[src/rtl/core/trq_pkg.sv]
`timescale 1ns / 1ps
// ----------------------------------------------------------------------------
// Thread ready queue package
// Transfer types, operation and status codes, and cell control shared by the
// queue cells and the top level.
// ----------------------------------------------------------------------------
package trq_pkg;

    localparam logic [2:0] OP_PUSH   = 3'd0;
    localparam logic [2:0] OP_POP    = 3'd1;
    localparam logic [2:0] OP_REMOVE = 3'd2;
    localparam logic [2:0] OP_PEEK   = 3'd3;
    localparam logic [2:0] OP_TEST   = 3'd4;

    localparam logic [1:0] ST_OK    = 2'd0;
    localparam logic [1:0] ST_EMPTY = 2'd1;
    localparam logic [1:0] ST_FULL  = 2'd2;

    typedef struct packed {
        logic [2:0]  operation;
        logic [15:0] thread_id;
    } req_t;

    typedef struct packed {
        logic [15:0] result_id;
        logic [1:0]  status;
        logic [4:0]  occupancy;
    } rsp_t;

    typedef struct packed {
        logic head_only;
        logic remove;
    } cell_ctrl_t;

endpackage

[src/rtl/core/trq_cell.sv]
`timescale 1ns / 1ps
// ----------------------------------------------------------------------------
// Thread ready queue cell
// Holds one queue entry, compares it against the key, passes the first hit
// down the chain and shifts in its neighbor's entry when a removal closes up.
// ----------------------------------------------------------------------------
module trq_cell #(
    parameter int ID_BITS = 16
) (
    input  logic                 clk,
    input  trq_pkg::cell_ctrl_t  ctrl,
    input  logic [ID_BITS-1:0]   key,
    input  logic                 live,
    input  logic                 load,
    input  logic [ID_BITS-1:0]   next_id,
    input  logic                 found_in,
    input  logic [ID_BITS-1:0]   res_in,
    output logic                 found_out,
    output logic [ID_BITS-1:0]   res_out,
    output logic [ID_BITS-1:0]   id_q
);
    import trq_pkg::*;

    logic [ID_BITS-1:0] id_reg;
    logic [ID_BITS-1:0] id_next;
    logic               hit;

    assign hit       = live && (ctrl.head_only || (id_reg == key));
    assign found_out = found_in || hit;
    assign res_out   = found_in ? res_in : (hit ? id_reg : '0);
    assign id_q      = id_reg;

    always_comb
    begin
        id_next = id_reg;
        if (load)
        begin
            id_next = key;
        end
        else if (ctrl.remove && (found_in || hit))
        begin
            id_next = next_id;
        end
    end

    always_ff @(posedge clk)
    begin
        id_reg <= id_next;
    end

endmodule

[src/rtl/core/thread_ready_queue.sv]
`timescale 1ns / 1ps
// ----------------------------------------------------------------------------
// Thread ready queue
// Ordered queue of thread ids with push, pop, remove by id, peek and
// presence test, built as a row of cells with a rippling first-match chain.
// ----------------------------------------------------------------------------
// The response is registered and becomes valid in the cycle after the request transfer.
// Throughput: one operation per cycle; the request stalls only while a
// response is held by a stalled consumer.
// The cycle time is set by the first-match chain through QUEUE_DEPTH cells.
// Reset clears the entry count and the response valid; entries need no reset.
// ----------------------------------------------------------------------------
module thread_ready_queue #(
    parameter int QUEUE_DEPTH = 16,
    parameter int ID_BITS     = 16
) (
    input  logic           clk,
    input  logic           rst_n,
    input  logic           req_valid,
    output logic           req_stall,
    input  trq_pkg::req_t  req,
    output logic           rsp_valid,
    input  logic           rsp_stall,
    output trq_pkg::rsp_t  rsp
);
    import trq_pkg::*;

    localparam int CW = $clog2(QUEUE_DEPTH + 1);

    logic [CW-1:0]      count_reg;
    logic [CW-1:0]      count_next;
    logic               rsp_valid_reg;
    rsp_t               rsp_reg;
    rsp_t               rsp_next;

    logic               accept;
    logic               full;
    logic               push_ok;
    logic [ID_BITS-1:0] key;
    cell_ctrl_t         ctrl;

    logic [QUEUE_DEPTH:0]              found_c;
    logic [QUEUE_DEPTH:0][ID_BITS-1:0] res_c;
    logic [QUEUE_DEPTH-1:0][ID_BITS-1:0] id_c;
    logic [QUEUE_DEPTH-1:0]            live;
    logic [QUEUE_DEPTH-1:0]            load;

    assign req_stall = rsp_valid_reg && rsp_stall;
    assign accept    = req_valid && !req_stall;
    assign rsp_valid = rsp_valid_reg;
    assign rsp       = rsp_reg;

    assign key     = ID_BITS'(req.thread_id);
    assign full    = (count_reg == CW'(QUEUE_DEPTH));
    assign push_ok = accept && (req.operation == OP_PUSH) && !full;

    assign ctrl.head_only = (req.operation == OP_POP) || (req.operation == OP_PEEK);
    assign ctrl.remove    = accept
                         && ((req.operation == OP_POP) || (req.operation == OP_REMOVE));

    assign found_c[0] = 1'b0;
    assign res_c[0]   = '0;

    for (genvar i = 0; i < QUEUE_DEPTH; i++)
    begin : g_cell
        logic [ID_BITS-1:0] nbr;

        assign live[i] = (CW'(i) < count_reg);
        assign load[i] = push_ok && (count_reg == CW'(i));

        if (i == QUEUE_DEPTH - 1)
        begin : g_last
            assign nbr = '0;
        end
        else
        begin : g_mid
            assign nbr = id_c[i+1];
        end

        trq_cell #(
            .ID_BITS (ID_BITS)
        ) u_cell (
            .clk       (clk),
            .ctrl      (ctrl),
            .key       (key),
            .live      (live[i]),
            .load      (load[i]),
            .next_id   (nbr),
            .found_in  (found_c[i]),
            .res_in    (res_c[i]),
            .found_out (found_c[i+1]),
            .res_out   (res_c[i+1]),
            .id_q      (id_c[i])
        );
    end

    always_comb
    begin
        logic [15:0] res_id;
        logic [1:0]  status;
        res_id     = '0;
        status     = ST_EMPTY;
        count_next = count_reg;
        case (req.operation)
            OP_PUSH:
            begin
                if (full)
                begin
                    status = ST_FULL;
                end
                else
                begin
                    status     = ST_OK;
                    count_next = count_reg + CW'(1);
                end
            end
            OP_POP, OP_REMOVE:
            begin
                if (found_c[QUEUE_DEPTH])
                begin
                    status     = ST_OK;
                    res_id     = 16'(res_c[QUEUE_DEPTH]);
                    count_next = count_reg - CW'(1);
                end
            end
            OP_PEEK:
            begin
                if (found_c[QUEUE_DEPTH])
                begin
                    status = ST_OK;
                    res_id = 16'(res_c[QUEUE_DEPTH]);
                end
            end
            OP_TEST:
            begin
                if (found_c[QUEUE_DEPTH])
                begin
                    status = ST_OK;
                end
            end
            default:
            begin
                status = ST_EMPTY;
            end
        endcase
        rsp_next.result_id = res_id;
        rsp_next.status    = status;
        rsp_next.occupancy = 5'(count_next);
    end

    always_ff @(posedge clk or negedge rst_n)
    begin
        if (!rst_n)
        begin
            count_reg     <= '0;
            rsp_valid_reg <= 1'b0;
        end
        else
        begin
            if (accept)
            begin
                count_reg     <= count_next;
                rsp_valid_reg <= 1'b1;
            end
            else if (!rsp_stall)
            begin
                rsp_valid_reg <= 1'b0;
            end
        end
    end

    always_ff @(posedge clk)
    begin
        if (accept)
        begin
            rsp_reg <= rsp_next;
        end
    end

    a_count_bound: assert property (@(posedge clk) disable iff (!rst_n)
        count_reg <= CW'(QUEUE_DEPTH))
        else $error("entry count exceeds queue depth");

    a_push_grows: assert property (@(posedge clk) disable iff (!rst_n)
        push_ok |=> count_reg == $past(count_reg) + CW'(1))
        else $error("accepted push did not grow the queue");

    a_remove_shrinks: assert property (@(posedge clk) disable iff (!rst_n)
        (ctrl.remove && found_c[QUEUE_DEPTH]) |=> count_reg == $past(count_reg) - CW'(1))
        else $error("successful removal did not shrink the queue");

    a_full_status: assert property (@(posedge clk) disable iff (!rst_n)
        (rsp_valid_reg && (rsp_reg.status == ST_FULL)) |-> count_reg == CW'(QUEUE_DEPTH))
        else $error("full status reported on a queue that is not full");

    a_stall_when_held: assert property (@(posedge clk) disable iff (!rst_n)
        (rsp_valid_reg && rsp_stall) |-> !accept)
        else $error("request taken while response is held");

endmodule
[config.mk]
export PLATFORM = sky130hd
export DESIGN_NAME = thread_ready_queue
export DESIGN_NICKNAME = d
export VERILOG_FILES = /design/src/rtl/core/trq_pkg.sv /design/src/rtl/core/trq_cell.sv /design/src/rtl/core/thread_ready_queue.sv
export SDC_FILE = /design/constraint.sdc
export NUM_CORES = 1
export LEC_CHECK = 0
export BUFFER_PORTS_ARGS = -buffer_cell sky130_fd_sc_hd__clkbuf_2
export CAP_MARGIN = 25
export CORE_AREA = 2 2 284 174
export DETAILED_ROUTE_END_ITERATION = 7
export DIE_AREA = 0 0 286 176
export GPL_ROUTABILITY_DRIVEN = 0
export HOLD_SLACK_MARGIN = 0.12
export SKIP_LAST_GASP = 1
export SYNTH_ARGS = -nofsm -noshare
export SYNTH_HDL_FRONTEND = slang
export SYNTH_SLANG_ARGS = --single-unit
[constraint.sdc]
create_clock -name clk -period 6.4 [get_ports clk]
set_clock_uncertainty 0.2 [all_clocks]
set_input_delay 0.32 -clock clk [delete_from_list [all_inputs] [get_ports clk]]
set_output_delay 0.32 -clock clk [all_outputs]
set_load 0.02 [all_outputs]
==> impl_metrics.toml <==
[status]
status = "completed"

[finish]
drive_gt1_share_pct = 25.6
syn2layout_area_growth_pct = 8.36
finish.utilization_pct = 42.0
largest_register_ffs = 256
mostFrequentLayoutCells = "279 x edfxtp_1, 240 x mux2_2, 162 x xnor2_1"
final_cells = 2258
final_common_cell = "edfxtp_1"
diodes = 0
layout.nets = 1622

[clocking]
cts_root_buf = "clkbuf_16"
htreeDepth = 1
clk_pin_slew_ns = 0.06
clockBufferDepth = 3
clock_sinks = 285
tritoncts = "done"
cts_inserted_buffers = 30
cts_resized = 0
cts_setup_buffers = 0
clk-insertion-delay-late_ns = 0.59

[synth]
yosysSeqAreaShare_pct = 46.3
synth_edf_count = 279
synthArstFlopShare_pct = 2.11
synth.area.top_cells = "edfxtp_1 46%, mux2_2 15%, xnor2_1 7.7%, xor2_1 4.6%, buf_6 2.2%"
synth_cell_type_count = 77
syn_area_sq_um = 18400
yosys_warnings = 0
netlist_instances = 1594
synth_top_cell_by_area = "edfxtp_1"
synth-seq-cells = 285
synth_ff_type = "edfxtp_1"
syn_area_per_cell_sq_um = 11.6
synth_top_area_share_pct = 45.5
syn_nets = 1622

[min_path]
whs_path_depth = 4
holdPathEnd = "rsp[1]"
hp-start = "req[16]"
hold_path.class = "in2reg"

[critical_path]
critPathKind = "reg2reg"
crit_fanout = 17
end_kind = "register"
reg2reg_depth = 10
reg2reg_slack_ns = 0.80
cp_data_required_time_ns = 6.72
cp.arrival_ns = 5.92
regToRegStartpoint = "count_reg[1]"
cp-start-kind = "register"
timing.rr.end = "count_reg[1]"

[power]
leakagePower_nw = 6.75
power_density_nw_per_um2 = 282
ir_worst_vdd_mv = 0.198

[die]
die_area_sq_um = 50300
row_count = 62
die_h_microns = 176
core_sq_um = 47500
start_util_pct = 38.8
chipWidth_microns = 286
io_pins = 48

[place]
io_buffers = 47
placed_cells = 2195
dp_hpwl_microns = 46100

[global_route]
overflow = 0
grtUsageTotal_pct = 25.0
first_global_vias = 13100
grt_pass1_wl_microns = 93000
antenna_found_initial = 1
grt_max_degree = 35

[timing]
max_freq_mhz = 179
period_needed_ns = 5.60
tns_ns = 0
holdWs_ns = 0.163
final-setup-viol-count = 0
max-slew-margin-rel_pct = 29.2
finalHoldViolations = 0
tightest_slew_ns = 1.06
drv_slew = 0
rsz0062_at_grt = "no"
finalCritPeriodShare_pct = 87.5

[flow_run]
cap_violations = 0

[route]
drt_iter0_drc = 2050
drc = 0
first_pass_iters = 8
avgViaCountPerCell = 6.08
via_count = 13700
drt_wl_total_microns = 63700
drtAntennaViolNets = 0
wl_per_cell_microns = 28.2
[area by class of cell]
class                   count  area, sq um
multi-input cells        1109         8730
fillers                  4497        27500
inverters                  57          214
repair buffers            111          757
clock inverters            14         66.3
well taps                 640          801
clock buffers              42          857
flip-flops and latches    285         8530
[repair_timing]
action                                  in CTS  in global routing
hold buffers                                 7                  0
endpoints found under the hold margin       12                  0
endpoints found under the setup margin       0                  0
[worst max-delay path by stage]
stage                             from                        end  depth (start not counted)
after floorplan                 req[1]   g_cell[9].u_cell.id_q[0]                         11
after global placement          req[8]  g_cell[9].u_cell.id_q[11]                         12
after detailed placement        req[9]  g_cell[15].u_cell.id_q[1]                         11
after CTS                 count_reg[1]               count_reg[1]                         10
after global routing      count_reg[1]               count_reg[1]                         10
final                     count_reg[1]               count_reg[1]                         10
[Yosys cell counts, types with 4 or more instances]
master,n
mux2i_1,16
a31oi_1,30
nor3_1,10
xnor2_1,162
clkbuf_1,66
nand2_1,71
o32a_1,14
nand3_1,23
o221ai_1,14
nor4_1,32
a211oi_1,16
o21ai_0,50
nor2_1,83
dfrtp_1,6
a32o_1,14
buf_12,4
buf_2,16
o21ai_1,6
xor2_1,96
nand4_1,48
nor4_2,4
a21oi_1,46
buf_4,15
and3_1,17
ha_1,5
buf_6,36
o211ai_1,20
or3_1,7
nand2b_1,25
mux2_2,240
inv_1,57
edfxtp_1,279
[per-layer routing]
layer | vias to the layer above | GRT usage [%] | wire (microns)
met5 | - | 0 | 0
met3 | 101 | 8.23 | 8440
li1 | 5875 | - | -
met1 | 6895 | 39.3 | 29500
met4 | 0 | 5.39 | 1500
met2 | 855 | 32.4 | 24300
[power by group]
part	internal, mW	switching (mW)	leakage (nW)	total [mW]
registers	2.18	0.144	2.63	2.33
clock network	0.928	0.787	0.458	1.72
logic	0.519	1.06	3.67	1.58
[cell families after synthesis]
group / Yosys count / share of synthesized area, %
flops: 285 / 46.3
compound gates: 249 / 9.38
xor+xnor: 258 / 12.3
fa+ha+maj: 6 / 0.394
simple gates: 340 / 9.64
buf+inv: 200 / 6.44
mux: 256 / 15.5
[critical path, stage by stage (launching register included)]
cell,delay [ns]
dfrtp_1,0.57
or3_1,0.50
a21o_1,0.26
o21a_1,0.36
nor3_4,0.69
nand4bb_1,0.64
nor3_2,0.87
o211ai_1,0.18
dlygate4sd3_1,0.63
nand4_1,0.08
dlygate4sd3_1,0.54
[metrics by stage]
stage | total power, mW | instance area (sq um) | setup slack [ns]
floorplan | 3.33 | 18400 | 2.61
global placement | 3.85 | 18900 | 1.60
detailed placement | 3.86 | 19000 | 1.55
CTS | 5.57 | 20000 | 0.982
global route | 5.79 | 20000 | 0.516
finish | 5.63 | 20000 | 0.801
Note: power is estimated with default switching activity, not from simulation.
